`src/rtl/bounded_queue_remove_by_key_defines.svh`:
```
// Assertion macros for the keyed-delete queue
`ifndef BOUNDED_QUEUE_REMOVE_BY_KEY_DEFINES_SVH
`define BOUNDED_QUEUE_REMOVE_BY_KEY_DEFINES_SVH

// same-cycle implication
`define BQRK_ASSERT_NOW(lbl, ante, cons, msg) \
  lbl: assert property (@(posedge clk) disable iff (!rst_n) (ante) |-> (cons)) \
    else $error(msg);

// next-cycle implication
`define BQRK_ASSERT_NEXT(lbl, ante, cons, msg) \
  lbl: assert property (@(posedge clk) disable iff (!rst_n) (ante) |=> (cons)) \
    else $error(msg);

`endif

```
`src/rtl/bqrk_pkg.sv`:
```
// Package: widths, codes and control structs of the keyed-delete queue
`timescale 1ns / 1ps

package bqrk_pkg;

  localparam int DEPTH_DEF    = 16;
  localparam int KEY_BITS_DEF = 16;

  localparam int CMD_W   = 2;
  localparam int KEY_W   = 16;
  localparam int CAP_W   = 5;
  localparam int STAT_W  = 2;
  localparam int COUNT_W = 5;

  localparam logic [CAP_W-1:0] CAP_RESET = 5'd16;

  localparam logic [CMD_W-1:0] CMD_ENQ = 2'd0;
  localparam logic [CMD_W-1:0] CMD_REM = 2'd1;
  localparam logic [CMD_W-1:0] CMD_QRY = 2'd2;

  localparam logic [STAT_W-1:0] ST_OK       = 2'd0;
  localparam logic [STAT_W-1:0] ST_FULL     = 2'd1;
  localparam logic [STAT_W-1:0] ST_EMPTY    = 2'd2;
  localparam logic [STAT_W-1:0] ST_NOTFOUND = 2'd3;

  typedef struct packed {
    logic capture;
    logic exec;
    logic scan;
    logic load_out;
  } bqrk_cmd_t;

  typedef struct packed {
    logic need_scan;
    logic scan_last;
  } bqrk_sts_t;

endpackage

```
`src/rtl/bounded_queue_remove_by_key.sv`:
```
// Top level: bounded ordered key queue with remove-by-key
`timescale 1ns / 1ps
// Usage:
//   in_*  : one item per handshake; in_tuser carries the command (enqueue,
//           remove, query), in_tdata the key. Only the low KEY_BITS key bits
//           are stored and compared.
//   out_* : one result per item, in order: status, count and empty flag.
//   cfg_* : capacity register, always ready; written by the user only while
//           the block is idle, a rule the block itself leaves unenforced.
// Flow: enqueue, query and remove on an empty queue go from capture
//   through the exec and finish states to out_tvalid. A remove on a
//   non-empty queue also scans: the store has one registered read port, so
//   the scan and compaction read one entry per cycle, writing each entry
//   behind the hit one slot lower. The block takes one item at a time.
// Reset: occupancy clears, capacity returns to 16; stored keys are not
//   cleared and need no clearing pass.
// Stall: the result register holds while out_tready is low; the next item
//   is still accepted and waits for the register before its result loads.

module bounded_queue_remove_by_key #(
  parameter int DEPTH    = bqrk_pkg::DEPTH_DEF,
  parameter int KEY_BITS = bqrk_pkg::KEY_BITS_DEF
) (
  input  logic        clk,
  input  logic        rst_n,
  input  logic        in_tvalid,
  output logic        in_tready,
  input  logic [15:0] in_tdata,   // [15:0] key
  input  logic [1:0]  in_tuser,   // [1:0] command
  output logic        out_tvalid,
  input  logic        out_tready,
  output logic [7:0]  out_tdata,  // [1:0] status, [6:2] count, [7] empty_res
  input  logic        cfg_valid,
  output logic        cfg_ready,
  input  logic [4:0]  cfg_data    // [4:0] capacity
);

  bqrk_pkg::bqrk_cmd_t                 cmd;
  bqrk_pkg::bqrk_sts_t                 sts;
  logic [bqrk_pkg::STAT_W-1:0]         out_status;
  logic [bqrk_pkg::COUNT_W-1:0]        out_count;
  logic                                out_empty;

  assign cfg_ready = 1'b1;

  bqrk_ctrl u_ctrl (
    .clk        (clk),
    .rst_n      (rst_n),
    .in_tvalid  (in_tvalid),
    .in_tready  (in_tready),
    .out_tvalid (out_tvalid),
    .out_tready (out_tready),
    .sts        (sts),
    .cmd        (cmd)
  );

  bqrk_dp #(
    .DEPTH    (DEPTH),
    .KEY_BITS (KEY_BITS)
  ) u_dp (
    .clk        (clk),
    .rst_n      (rst_n),
    .cmd        (cmd),
    .sts        (sts),
    .in_command (in_tuser),
    .in_key     (in_tdata),
    .cfg_we     (cfg_valid && cfg_ready),
    .cfg_cap    (cfg_data),
    .out_status (out_status),
    .out_count  (out_count),
    .out_empty  (out_empty)
  );

  assign out_tdata = {out_empty, out_count, out_status};

endmodule

```
`src/rtl/bqrk_dp.sv`:
```
// Datapath: key store, occupancy, scan-and-compact pipeline and result register
`timescale 1ns / 1ps
`include "bounded_queue_remove_by_key_defines.svh"

module bqrk_dp #(
  parameter int DEPTH    = bqrk_pkg::DEPTH_DEF,
  parameter int KEY_BITS = bqrk_pkg::KEY_BITS_DEF
) (
  input  logic                          clk,
  input  logic                          rst_n,
  input  bqrk_pkg::bqrk_cmd_t           cmd,
  output bqrk_pkg::bqrk_sts_t           sts,
  input  logic [bqrk_pkg::CMD_W-1:0]    in_command,
  input  logic [bqrk_pkg::KEY_W-1:0]    in_key,
  input  logic                          cfg_we,
  input  logic [bqrk_pkg::CAP_W-1:0]    cfg_cap,
  output logic [bqrk_pkg::STAT_W-1:0]   out_status,
  output logic [bqrk_pkg::COUNT_W-1:0]  out_count,
  output logic                          out_empty
);

  localparam int AW = (DEPTH > 1) ? $clog2(DEPTH) : 1;
  localparam int OW = $clog2(DEPTH + 1);
  localparam int CW = (OW > bqrk_pkg::CAP_W) ? OW : bqrk_pkg::CAP_W;

  logic [KEY_BITS-1:0]             mem [DEPTH];
  logic [KEY_BITS-1:0]             rdata_r;
  logic [KEY_BITS-1:0]             key_r;
  logic [bqrk_pkg::CMD_W-1:0]      cmd_r;
  logic [bqrk_pkg::CAP_W-1:0]      cap_r, cap_nxt;
  logic [OW-1:0]                   occ_r, occ_nxt;
  logic [OW-1:0]                   nxt_r, nxt_nxt;
  logic [AW-1:0]                   rd_idx_r, rd_idx_nxt;
  logic                            rd_vld_r, rd_vld_nxt;
  logic                            found_r, found_nxt;
  logic [bqrk_pkg::STAT_W-1:0]     stat_r, stat_nxt;
  logic [bqrk_pkg::STAT_W-1:0]     out_status_r;
  logic [bqrk_pkg::COUNT_W-1:0]    out_count_r;
  logic                            out_empty_r;

  logic                            full;
  logic                            match;
  logic                            re, we;
  logic [AW-1:0]                   ra, wa;
  logic [KEY_BITS-1:0]             wd;

  assign full  = (CW'(occ_r) >= CW'(cap_r)) || (occ_r == OW'(DEPTH));
  assign match = (rdata_r == key_r);

  assign sts.need_scan = (cmd_r == bqrk_pkg::CMD_REM) && (occ_r != '0);
  assign sts.scan_last = cmd.scan && rd_vld_r && (OW'(rd_idx_r) == occ_r - OW'(1));

  always_comb begin
    re      = 1'b0;
    ra      = '0;
    nxt_nxt = nxt_r;
    if (cmd.exec && sts.need_scan) begin
      re      = 1'b1;
      nxt_nxt = OW'(1);
    end else if (cmd.scan && (nxt_r < occ_r)) begin
      re      = 1'b1;
      ra      = nxt_r[AW-1:0];
      nxt_nxt = nxt_r + OW'(1);
    end
    rd_vld_nxt = re;
    rd_idx_nxt = re ? ra : rd_idx_r;
  end

  always_comb begin
    we = 1'b0;
    wa = '0;
    wd = key_r;
    if (cmd.exec && (cmd_r == bqrk_pkg::CMD_ENQ) && !full) begin
      we = 1'b1;
      wa = occ_r[AW-1:0];
    end else if (cmd.scan && rd_vld_r && found_r) begin
      we = 1'b1;
      wa = rd_idx_r - AW'(1);
      wd = rdata_r;
    end
  end

  always_comb begin
    occ_nxt   = occ_r;
    stat_nxt  = stat_r;
    found_nxt = found_r;
    cap_nxt   = cfg_we ? cfg_cap : cap_r;
    if (cmd.exec) begin
      found_nxt = 1'b0;
      case (cmd_r)
        bqrk_pkg::CMD_ENQ: begin
          if (full) begin
            stat_nxt = bqrk_pkg::ST_FULL;
          end else begin
            stat_nxt = bqrk_pkg::ST_OK;
            occ_nxt  = occ_r + OW'(1);
          end
        end
        bqrk_pkg::CMD_REM: begin
          stat_nxt = sts.need_scan ? bqrk_pkg::ST_NOTFOUND : bqrk_pkg::ST_EMPTY;
        end
        default: begin
          stat_nxt = bqrk_pkg::ST_OK;
        end
      endcase
    end else if (cmd.scan && rd_vld_r) begin
      found_nxt = found_r | match;
      if (sts.scan_last && found_nxt) begin
        stat_nxt = bqrk_pkg::ST_OK;
        occ_nxt  = occ_r - OW'(1);
      end
    end
  end

  always_ff @(posedge clk) begin
    if (we) begin
      mem[wa] <= wd;
    end
    if (re) begin
      rdata_r <= mem[ra];
    end
  end

  always_ff @(posedge clk) begin
    if (!rst_n) begin
      occ_r    <= '0;
      cap_r    <= bqrk_pkg::CAP_RESET;
      rd_vld_r <= 1'b0;
      found_r  <= 1'b0;
    end else begin
      occ_r    <= occ_nxt;
      cap_r    <= cap_nxt;
      rd_vld_r <= rd_vld_nxt;
      found_r  <= found_nxt;
    end
  end

  always_ff @(posedge clk) begin
    nxt_r    <= nxt_nxt;
    rd_idx_r <= rd_idx_nxt;
    stat_r   <= stat_nxt;
    if (cmd.capture) begin
      cmd_r <= in_command;
      key_r <= KEY_BITS'(in_key);
    end
    if (cmd.load_out) begin
      out_status_r <= stat_r;
      out_count_r  <= bqrk_pkg::COUNT_W'(occ_r);
      out_empty_r  <= (occ_r == '0);
    end
  end

  assign out_status = out_status_r;
  assign out_count  = out_count_r;
  assign out_empty  = out_empty_r;

  `BQRK_ASSERT_NEXT(a_occ_hold, !cmd.exec && !sts.scan_last, occ_r == $past(occ_r), "occupancy moved outside an operation")
  `BQRK_ASSERT_NEXT(a_scan_seq, cmd.scan && rd_vld_r && !sts.scan_last && (nxt_r < occ_r), rd_vld_r && (rd_idx_r == $past(rd_idx_r) + AW'(1)), "scan read order broken")
  `BQRK_ASSERT_NEXT(a_full_hold, cmd.exec && (cmd_r == bqrk_pkg::CMD_ENQ) && full, occ_r == $past(occ_r), "enqueue taken while full")

endmodule

```
`src/rtl/bqrk_ctrl.sv`:
```
// Controller: item sequencing and result register handshake
`timescale 1ns / 1ps

module bqrk_ctrl (
  input  logic                 clk,
  input  logic                 rst_n,
  input  logic                 in_tvalid,
  output logic                 in_tready,
  output logic                 out_tvalid,
  input  logic                 out_tready,
  input  bqrk_pkg::bqrk_sts_t  sts,
  output bqrk_pkg::bqrk_cmd_t  cmd
);

  typedef enum logic [3:0] {
    S_IDLE   = 4'b0001,
    S_EXEC   = 4'b0010,
    S_SCAN   = 4'b0100,
    S_FINISH = 4'b1000
  } state_t;

  state_t state_r, state_nxt;
  logic   out_valid_r, out_valid_nxt;
  logic   out_free;

  assign out_free  = !out_valid_r || out_tready;
  assign in_tready = (state_r == S_IDLE);

  always_comb begin
    state_nxt    = state_r;
    cmd.capture  = 1'b0;
    cmd.exec     = 1'b0;
    cmd.scan     = 1'b0;
    cmd.load_out = 1'b0;
    unique case (state_r)
      S_IDLE: begin
        if (in_tvalid) begin
          cmd.capture = 1'b1;
          state_nxt   = S_EXEC;
        end
      end
      S_EXEC: begin
        cmd.exec  = 1'b1;
        state_nxt = sts.need_scan ? S_SCAN : S_FINISH;
      end
      S_SCAN: begin
        cmd.scan = 1'b1;
        if (sts.scan_last) begin
          state_nxt = S_FINISH;
        end
      end
      S_FINISH: begin
        if (out_free) begin
          cmd.load_out = 1'b1;
          state_nxt    = S_IDLE;
        end
      end
      default: begin
        state_nxt = S_IDLE;
      end
    endcase
  end

  always_comb begin
    out_valid_nxt = out_valid_r;
    if (cmd.load_out) begin
      out_valid_nxt = 1'b1;
    end else if (out_tready) begin
      out_valid_nxt = 1'b0;
    end
  end

  always_ff @(posedge clk) begin
    if (!rst_n) begin
      state_r     <= S_IDLE;
      out_valid_r <= 1'b0;
    end else begin
      state_r     <= state_nxt;
      out_valid_r <= out_valid_nxt;
    end
  end

  assign out_tvalid = out_valid_r;

endmodule
```
`config.mk`:
```
export PLATFORM = sky130hd
export DESIGN_NAME = bounded_queue_remove_by_key
export DESIGN_NICKNAME = d
export VERILOG_FILES = /design/src/rtl/bqrk_pkg.sv /design/src/rtl/bounded_queue_remove_by_key.sv /design/src/rtl/bqrk_dp.sv /design/src/rtl/bqrk_ctrl.sv
export VERILOG_INCLUDE_DIRS = /design/src /design/src/rtl
export SDC_FILE = /design/constraint.sdc
export NUM_CORES = 1
export LEC_CHECK = 0
export BUFFER_PORTS_ARGS = -buffer_cell sky130_fd_sc_hd__buf_2
export CAP_MARGIN = 20
export CORE_MARGIN = 3
export CORE_UTILIZATION = 51
export CTS_CLUSTER_DIAMETER = 50
export DETAILED_ROUTE_END_ITERATION = 7
export PLACE_DENSITY = 0.81
export SYNTH_ARGS = -nofsm -noshare
export SYNTH_HDL_FRONTEND = slang
export SYNTH_HIERARCHICAL = 1
export SYNTH_SLANG_ARGS = --single-unit
```
`constraint.sdc`:
```
create_clock -name clk -period 3.2 [get_ports clk]
set_clock_uncertainty 0.2 [all_clocks]
set_input_delay 0.32 -clock clk [delete_from_list [all_inputs] [get_ports clk]]
set_output_delay 0.32 -clock clk [all_outputs]
set_load 0.05 [all_outputs]
```
==> results_dict.tcl, run 1 <==
set metrics [dict create \
    status "finished, final reports clean" \
    ant_nets 0 \
    place_congestion 0.901 \
    fin_crit_sh_pct 96.5 \
    grt_max_degree 70 \
    ys_warn_count 6 \
    r2r_slack_ns 0.11 \
    postCtsSetupRepairBufs 0 \
    synth_top_area_share_pct 66.6 \
    vias 9351 \
    tns_ns 0 \
    hold_violations 0 \
    path_class "register to register" \
    slew_headroom_pct 47.7 \
    dp.cells 1402 \
    die_height_um 170 \
    numCtsBuffers 35 \
    clkLatencyLatePin_ns 0.52 \
    critPathCaptureType "register" \
    route.detailed.drc 0 \
    cp.arrival_ns 3.15 \
    synth_cell_types 61 \
    wl_per_cell_um 23.5 \
    worstSetupEndpoint "u_dp/mem[7][0]$_DFFE_PP_" \
    cts_htree_levels 2 \
    routed_wl_mm 35.1 \
    crit_fanout 19 \
    numClockSinks 326 \
    switching_share_pct 20.6 \
    worst_ep_required_time_ns 3.26 \
    period_minus_slack_ns 3.09 \
    power_leakage_nw 5.61 \
    pre_cts_ws_ns 0.193 \
    dieArea_um2 28900 \
    synth_ff_type "edfxtp_1" \
    clk_pin_slew_ns 0.06 \
    grt_pass1_wl_mm 52.6 \
    layout_commonest_cell "edfxtp_1" \
    ys_ff_latch 326 \
    hpwl_mm 19.3 \
    track_usage_pct 24.0 \
    netSwitchingPower_mw 1.85 \
    final_cell_mix "edfxtp_1, nand2_1, nand3_1" \
    rows 59 \
    grt_pass1_vias 9128 \
    core_um2 26200 \
    max_freq_ghz 0.324 \
    overflow 0 \
    seq_area_frac_synth_pct 69.9 \
    ir_drop_v 0.000361 \
    tightest_slew_ns 0.776 \
    drive_above_1_share_pct 17.4 \
    seqPwrFrac_pct 52.8 \
    timing.rr.start "u_dp/occ_r[0]$_SDFFE_PN0P_" \
    critPathLaunchType "register" \
    first_pass_iters 6 \
    ioPinCount 39 \
    synth_edf_count 304 \
    whs_ns 0.0181 \
    antenna_cells 0 \
    worst_slack_ns 0.112 \
    die_x_um 170 \
    yosysTopAreaCell "edfxtp_1" \
    vias_per_cell 6.26 \
    initial_core_util_pct 52.3 \
    final_cells 1493 \
    p_comb_share_pct 3.3 \
    antenna_found_initial 0 \
    avgSynthCellArea_um2 13.2 \
    drv_slew 0 \
    rsz0062_at_grt "false" \
    cts_tree "done" \
    reg2regPathDepth 11 \
    synth_area_leaders "edfxtp_1, nand2_1, dfxtp_1, mux2i_1, nand3_1" \
    cts_root_buf "clkbuf_16" \
    drt_iter0_markers 1489 \
    r2r_end "u_dp/mem[7][0]$_DFFE_PP_" \
    fin_area_um2 16200 \
    cts_buffer_depth 3 \
    synthArstFlopShare_pct 0 \
    netlist_instances 1036 \
    finalSetupViolations 0 \
    syn-num-nets 1077 \
    hold_path_class "input pin to register" \
    synth_area_um2 13700 \
    power_frac_clock_pct 43.9 \
    area_growth_pct 18.1 \
    power_density_nw_per_um2 557 \
    drv_cap 0 \
    nets 1173 \
    p_int_mw 7.16 \
    setup.worst_path.start "u_dp/occ_r[0]$_SDFFE_PN0P_" \
    place_area_um2 14700 \
    numPortBuffers 37 \
]
## stage by stage
stage | utilization, % | total power [mW]
2_1_floorplan | - | 5.00
3_3_place_gp | 56.2 | 5.10
3_5_place_dp | 56.2 | 5.11
4_1_cts | 61.6 | 9.05
5_1_grt | 61.7 | 9.23
6_report | 61.7 | 9.02
## worst min-delay path by stage
stage | from | endpoint | slack [ns] | cells after the start
after floorplan | rst_n | u_ctrl/state_r[0]$_SDFFE_PN1P_ | 0.20 | 1
after global placement | u_dp/stat_r[1]$_SDFFCE_PN0P_ | u_dp/out_status[1]$_DFFE_PP_ | 0.21 | 0
after detailed placement | u_dp/stat_r[1]$_SDFFCE_PN0P_ | u_dp/out_status[1]$_DFFE_PP_ | 0.21 | 0
after CTS | cfg_valid | u_dp/cap_r[3]$_SDFFE_PN0P_ | 0.009 | 3
after global routing | cfg_valid | u_dp/cap_r[1]$_SDFFE_PN0P_ | 0.03 | 3
final | cfg_valid | u_dp/cap_r[0]$_SDFFE_PN0P_ | 0.02 | 3
## power by group through the flow
| stage | Clock, mW | Sequential (mW) | Combinational [mW] |
|---|---|---|---|
| 2_1_floorplan | 0 | 4.82 | 0.179 |
| 3_3_place_gp | 0 | 4.84 | 0.256 |
| 3_5_place_dp | 0 | 4.84 | 0.262 |
| 4_1_cts | 4.00 | 4.76 | 0.292 |
| 5_1_grt | 4.16 | 4.76 | 0.320 |
| 6_report | 3.96 | 4.76 | 0.299 |
## area by class of cell
cell class	instances	area, um^2
fill	1796	10000
sequential	326	9570
multi-input combinational	629	3870
timing repair buffer	122	1110
clock buffer	42	923
tap	335	419
clock inverter	21	211
inverter	18	67.6
## cells in the mapped netlist (3+ instances only)
library cell / number
or3_1: 3
ha_1: 13
a22oi_1: 11
xor2_1: 21
nand4_1: 3
buf_4: 7
a31oi_1: 10
mux2_2: 17
nor2_1: 60
o2111ai_1: 3
and2_1: 7
nor3b_1: 6
a311oi_1: 4
nand2b_1: 7
nor3_1: 39
o21ai_0: 34
clkbuf_1: 39
mux2i_1: 38
inv_1: 16
dfxtp_1: 22
nand2_1: 139
a32oi_1: 15
o21a_1: 3
a21oi_1: 54
buf_2: 15
xnor2_1: 10
nor2b_1: 7
edfxtp_1: 304
a211oi_1: 7
nand3_1: 74
nor4_1: 11
## timing repair
| item | in CTS | in global routing |
|---|---|---|
| gates resized for setup | 0 | 5 |
| endpoints found under the setup margin | 0 | 59 |
| endpoints found under the hold margin | 26 | 0 |
| hold buffers | 28 | 0 |
## kinds of logic after synthesis
logic type	share of synthesized area [%]
other cells	0.0274
compound gates	7.61
flops	69.9
xor+xnor	1.98
fa+ha+maj	1.19
simple gates	12.6
mux	4.17
buf+inv	2.55
## worst max-delay path, stage by stage, from the launching register on
cell	delay, ns
dfxtp_1	0.32
inv_1	0.08
ha_1	0.27
nand2b_1	0.14
a211oi_1	0.23
o21bai_1	0.16
a211oi_4	0.25
buf_4	0.27
nor3_1	0.08
a31oi_1	0.44
nor2_2	0.18
buf_12	0.21
## sequential cells by signal, summed over array words and instances (netlist names)
name	cells
u_dp/out_count	5
u_dp/rdata_r	16
u_dp/rd_idx_r	4
u_dp/cmd_r	2
u_dp/stat_r	2
u_dp/key_r	16
u_dp/rd_vld_r	1
u_ctrl/state_r	4
u_dp/out_empty	1
u_dp/cap_r	5
u_ctrl/out_tvalid	1
u_dp/occ_r	5
u_dp/nxt_r	5
u_dp/out_status	2
u_dp/found_r	1
u_dp/mem	256
## routing by layer
| layer | global-route usage, % | vias to the layer above | wire length (um) |
|---|---|---|---|
| met5 | 0 | - | 0 |
| met4 | 11.5 | 0 | 1730 |
| met3 | 4.62 | 149 | 3960 |
| met2 | 40.1 | 684 | 16800 |
| met1 | 30.4 | 4456 | 12600 |
| li1 | - | 4062 | - |
Power figures use the tool's default switching activity.
==> run 2, diff against run 1 <==
CELL_PAD_IN_SITES_DETAIL_PLACEMENT = 0   (was default)
CELL_PAD_IN_SITES_GLOBAL_PLACEMENT = 1   (was default)
CORE_UTILIZATION = 47   (was 51)
PLACE_DENSITY = 0.87   (was 0.81)
==> results_dict.tcl, run 2 (synthesized netlist as in run 1, its figures left out) <==
set metrics [dict create \
    status "finished, final reports clean" \
    power_density_nw_per_um2 546 \
    hold_path_depth 3 \
    num-fill-cells 2141 \
    critPathLaunchType "register" \
    grt_pass1_wl_mm 52.6 \
    antenna_cells 0 \
    multi_input_area_um2 3900 \
    largestRegisters "u_dp/mem: 256 flops, u_dp/key_r: 16 flops, u_dp/rdata_r: 16 flops" \
    tns_ns 0 \
    cp.arrival_ns 3.14 \
    final_cell_mix "edfxtp_1, nand2_1, nand3_1" \
    numPortBuffers 37 \
    hold_violations 0 \
    routed_wl_mm 35.7 \
    place_congestion 0.862 \
    drive_above_1_share_pct 18.1 \
    path_class "register to register" \
    reg2regPathDepth 12 \
    crit_fanout 52 \
    clk_pin_slew_ns 0.06 \
    vias 9156 \
    drt_iter0_markers 1159 \
    place_area_um2 14800 \
    first_pass_iters 5 \
    drv_slew 0 \
    layout_commonest_cell "edfxtp_1" \
    core_um2 28200 \
    wl_per_cell_um 23.1 \
    ioPinCount 39 \
    fin_area_um2 16300 \
    cts_root_buf "clkbuf_16" \
    numCtsBuffers 34 \
    die_x_um 177 \
    worst_ep_required_time_ns 3.25 \
    tightest_slew_ns 0.811 \
    clkLatencyLatePin_ns 0.52 \
    seqCellArea_um2 9570 \
    overflow 0 \
    initial_core_util_pct 48.5 \
    die_height_um 177 \
    hpwl_mm 20.2 \
    power_leakage_nw 5.66 \
    cts_tree "done" \
    fin_crit_sh_pct 96.6 \
    rsz0062_at_grt "true" \
    max_freq_ghz 0.323 \
    numClockSinks 326 \
    largest_reg_flops 256 \
    hold_path_class "input pin to register" \
    nets 1184 \
    ant_nets 0 \
    rows 61 \
    cts_htree_levels 2 \
    slew_headroom_pct 45.9 \
    critPathCaptureType "register" \
    track_usage_pct 22.4 \
    dieArea_um2 31200 \
    area_growth_pct 19.0 \
    top_register "u_dp/mem" \
    ir_drop_v 0.000424 \
    route.detailed.drc 0 \
    period_minus_slack_ns 3.09 \
    r2r_slack_ns 0.11 \
    grt_max_degree 59 \
    finalSetupViolations 0 \
    grt_pass1_vias 8743 \
    total_power_mw 8.91 \
    drv_cap 0 \
    antenna_found_initial 0 \
    cts_buffer_depth 3 \
    vias_per_cell 5.92 \
]
run 2: critical path, stage by stage, from the launching register on:
cell and delay [ns]:
dfxtp_1 0.33, inv_1 0.18, ha_1 0.20, buf_4 0.14, nor4b_4 0.19, nand2b_1 0.26, buf_4 0.20, o2111ai_4 0.15
buf_12 0.24, nand2_1 0.19, nor3_1 0.08, nor4_1 0.34, a21oi_1 0.10
run 2: layout make-up:
cell class                 instances  area share (%)
timing repair buffer             134            7.31
multi-input combinational        629            23.9
clock inverter                    21            1.21
inverter                          18           0.430
clock buffer                      41            5.51
tap                              378            2.90
sequential                       326            58.7
run 2: layer usage:
metal,part of all wire (%),up-vias,routed length [um],global-route usage [%]
met5,0,-,0,0
met4,3.3,0,1180,7.59
met3,10,98,3630,4.72
met2,46,557,16500,36.0
met1,40,4412,14400,30.6
li1,-,4089,-,-
run 2: per-stage QoR:
| stage | hold WS [ns] | std cells | utilization (%) | worst slack (ns) |
|---|---|---|---|---|
| floorplan | 0.198 | 1036 | - | -0.0789 |
| CTS | 0.0191 | 1546 | 57.4 | 0.0550 |
| finish | 0.0303 | 1547 | 57.7 | 0.109 |
| detailed placement | 0.205 | 1456 | 52.6 | 0.0591 |
| global route | 0.0390 | 1547 | 57.7 | -0.0473 |
| global placement | 0.202 | 1456 | 52.6 | 0.0649 |
run 2: what timing repair did:
item,in CTS,in global routing
buffers inserted,0,0
setup endpoints to repair,0,417
hold endpoints to repair,26,0
hold buffers,28,0
resized for setup,0,13
run 2: where the power goes:
group	switching [mW]	internal [mW]	leakage, nW	total [mW]
clock network	1.64	2.21	0.532	3.84
logic	0.190	0.113	2.21	0.304
registers	0.0373	4.72	2.93	4.76
run 2: path summary, 6_finish.rpt:
kind,startpoint,endpoint
worst max-delay path,u_dp/occ_r[1]$_SDFFE_PN0P_,u_dp/rdata_r[12]$_DFFE_PP_
worst min-delay path,cfg_valid,u_dp/cap_r[0]$_SDFFE_PN0P_
worst max register to register,u_dp/occ_r[1]$_SDFFE_PN0P_,u_dp/rdata_r[12]$_DFFE_PP_
worst min register to register,u_dp/stat_r[1]$_SDFFCE_PN0P_,u_dp/out_status[1]$_DFFE_PP_
==> run 3, diff against run 2 <==
==> constraint.sdc (replaced) <==
create_clock -name clk -period 3.2 [get_ports clk]
set_clock_uncertainty 0.2 [all_clocks]
set_input_delay 0.32 -clock clk [delete_from_list [all_inputs] [get_ports clk]]
set_output_delay 0.32 -clock clk [all_outputs]
set_load 0.1 [all_outputs]
==> results_dict.tcl, run 3 (synthesized netlist as in run 1, its figures left out) <==
set metrics [dict create \
    status "finished, final reports clean" \
    hold_path_class "input pin to register" \
    ir_drop_v 0.000292 \
    final_cell_mix "edfxtp_1, nand2_1, nand3_1" \
    dp.cells 1450 \
    power_leakage_nw 5.64 \
    seqPwrFrac_pct 52.9 \
    tightest_slew_ns 0.809 \
    path_class "register to register" \
    met3_usage_pct 4.03 \
    fin_crit_sh_pct 95.6 \
    period_minus_slack_ns 3.06 \
    largestRegisters "u_dp/mem: 256 flops, u_dp/key_r: 16 flops, u_dp/rdata_r: 16 flops" \
    drv_cap 0 \
    critPathCaptureType "register" \
    antenna_found_initial 1 \
    use_met2_pct 34.5 \
    antenna_cells 0 \
    hold_violations 0 \
    tns_ns 0 \
    core_um2 28200 \
    ant_nets 0 \
    grt_max_degree 70 \
    critPathLaunchType "register" \
    postCtsSetupRepairBufs 0 \
    nets 1180 \
    finalSetupViolations 0 \
    rsz0062_at_grt "true" \
    place_congestion 0.820 \
    final_cells 1542 \
    overflow 0 \
    dieArea_um2 31200 \
    area_growth_pct 18.3 \
    crit_fanout 19 \
    clk_pin_slew_ns 0.06 \
    drt_iter0_markers 1155 \
    busiest_layer "met2" \
    route.detailed.drc 0 \
    power_frac_clock_pct 43.5 \
    largest_reg_flops 256 \
    routed_wl_mm 35.1 \
    min_from "cfg_valid" \
    first_pass_iters 7 \
    grt_pass1_vias 8784 \
    top_register "u_dp/mem" \
    vias_per_cell 5.96 \
    timing.rr.start "u_dp/occ_r[1]$_SDFFE_PN0P_" \
    ioPinCount 39 \
    switching_share_pct 20.5 \
    initial_core_util_pct 48.5 \
    rows 61 \
    die_height_um 177 \
    cts_tree "done" \
    die_x_um 177 \
    netSwitchingPower_mw 1.84 \
    setup.worst_path.start "u_dp/occ_r[1]$_SDFFE_PN0P_" \
    critPathMaxStageDelay_ns 0.52 \
    cts_root_buf "clkbuf_16" \
    drv_slew 0 \
    numPortBuffers 37 \
    track_usage_pct 22.3 \
    cp.arrival_ns 3.07 \
    drive_above_1_share_pct 16.8 \
    hpwl_mm 19.9 \
    slew_headroom_pct 46.1 \
    clkLatencyLatePin_ns 0.52 \
    p_comb_share_pct 3.6 \
    vias 9183 \
    p_int_mw 7.15 \
    cts_buffer_depth 3 \
    numClockSinks 326 \
    power_density_nw_per_um2 555 \
    numCtsBuffers 35 \
    use_met1_pct 32.0 \
    grt_pass1_wl_mm 52.9 \
    wl_per_cell_um 22.8 \
    cts_htree_levels 2 \
    worst_ep_required_time_ns 3.21 \
    max_freq_ghz 0.327 \
    cp_cell_sequence "inv_1, ha_1, nor3b_1, a211o_1, a211oi_4, buf_4, nor2_2, buf_4, mux2_2" \
    cp_slowest_cell "mux2_2" \
    cpMostUsedCell "buf_4" \
    num-fill-cells 2155 \
    layout_commonest_cell "edfxtp_1" \
]
## run 3: cell types whose count changed in the layout (fill, tap and decap cells not counted), moves of 3 or more
cell      previous run  this run
a31oi_2              6         1
a31oi_1              4         9
buf_4               52        48
nor2_1              44        47
clkinv_4             3         0
## run 3: what timing repair did
action | in CTS | in global routing
setup endpoints to repair | 0 | 35
hold endpoints to repair | 26 | 0
gates resized for setup | 0 | 4
hold buffers | 30 | 0
## run 3: final timing paths
check                                      end  cells past startpoint  slack [ns]
setup reg to reg     u_dp/mem[15][7]$_DFFE_PP_                      9        0.14
hold / removal      u_dp/cap_r[0]$_SDFFE_PN0P_                      3        0.02
setup / recovery     u_dp/mem[15][7]$_DFFE_PP_                      9        0.14
hold reg to reg   u_dp/out_status[0]$_DFFE_PP_                      0        0.22
## run 3: through the flow
| stage | utilization (%) | setup WS, ns | hold slack [ns] | instance area [um^2] | total power, mW |
|---|---|---|---|---|---|
| floorplan | - | -0.264 | 0.198 | 13700 | 5.02 |
| global placement | 52.4 | 0.167 | 0.205 | 14800 | 5.12 |
| detailed placement | 52.4 | 0.0683 | 0.210 | 14800 | 5.13 |
| CTS | 57.3 | 0.0804 | 0.00513 | 16200 | 9.01 |
| global route | 57.4 | -0.0113 | 0.0376 | 16200 | 9.23 |
| finish | 57.4 | 0.140 | 0.0181 | 16200 | 8.99 |
## run 3: layout make-up
type,instances,area (um^2),share of cell area [%]
tap,378,473,2.92
clock buffer,44,931,5.74
clock inverter,18,170,1.05
multi-input combinational,629,3870,23.9
inverter,18,67.6,0.417
timing repair buffer,129,1130,6.95
sequential,326,9570,59.1
## run 3: layer usage
metal	vias up	part of all wire, %
met3	85	11
met5	-	0.037
li1	4078	-
met4	2	2.8
met1	4478	41
met2	540	46
## run 3: power by group through the flow
stage               registers, mW  clock network (mW)  logic [mW]
detailed placement           4.84                   0       0.286
finish                       4.76                3.91       0.323
floorplan                    4.83                   0       0.194
global placement             4.84                   0       0.278
global route                 4.76                4.12       0.347
CTS                          4.76                3.94       0.318
## run 3: critical path: cells and delay by family (launching register included)
family / cells / cell delay [ns]
AO/OA/AOI/OAI: 2 / 0.27
flip-flops: 1 / 0.30
adder cells (fa/ha/maj): 1 / 0.28
buffers and inverters: 3 / 0.70
multiplexers: 1 / 0.52
AND/OR/NAND/NOR: 2 / 0.47
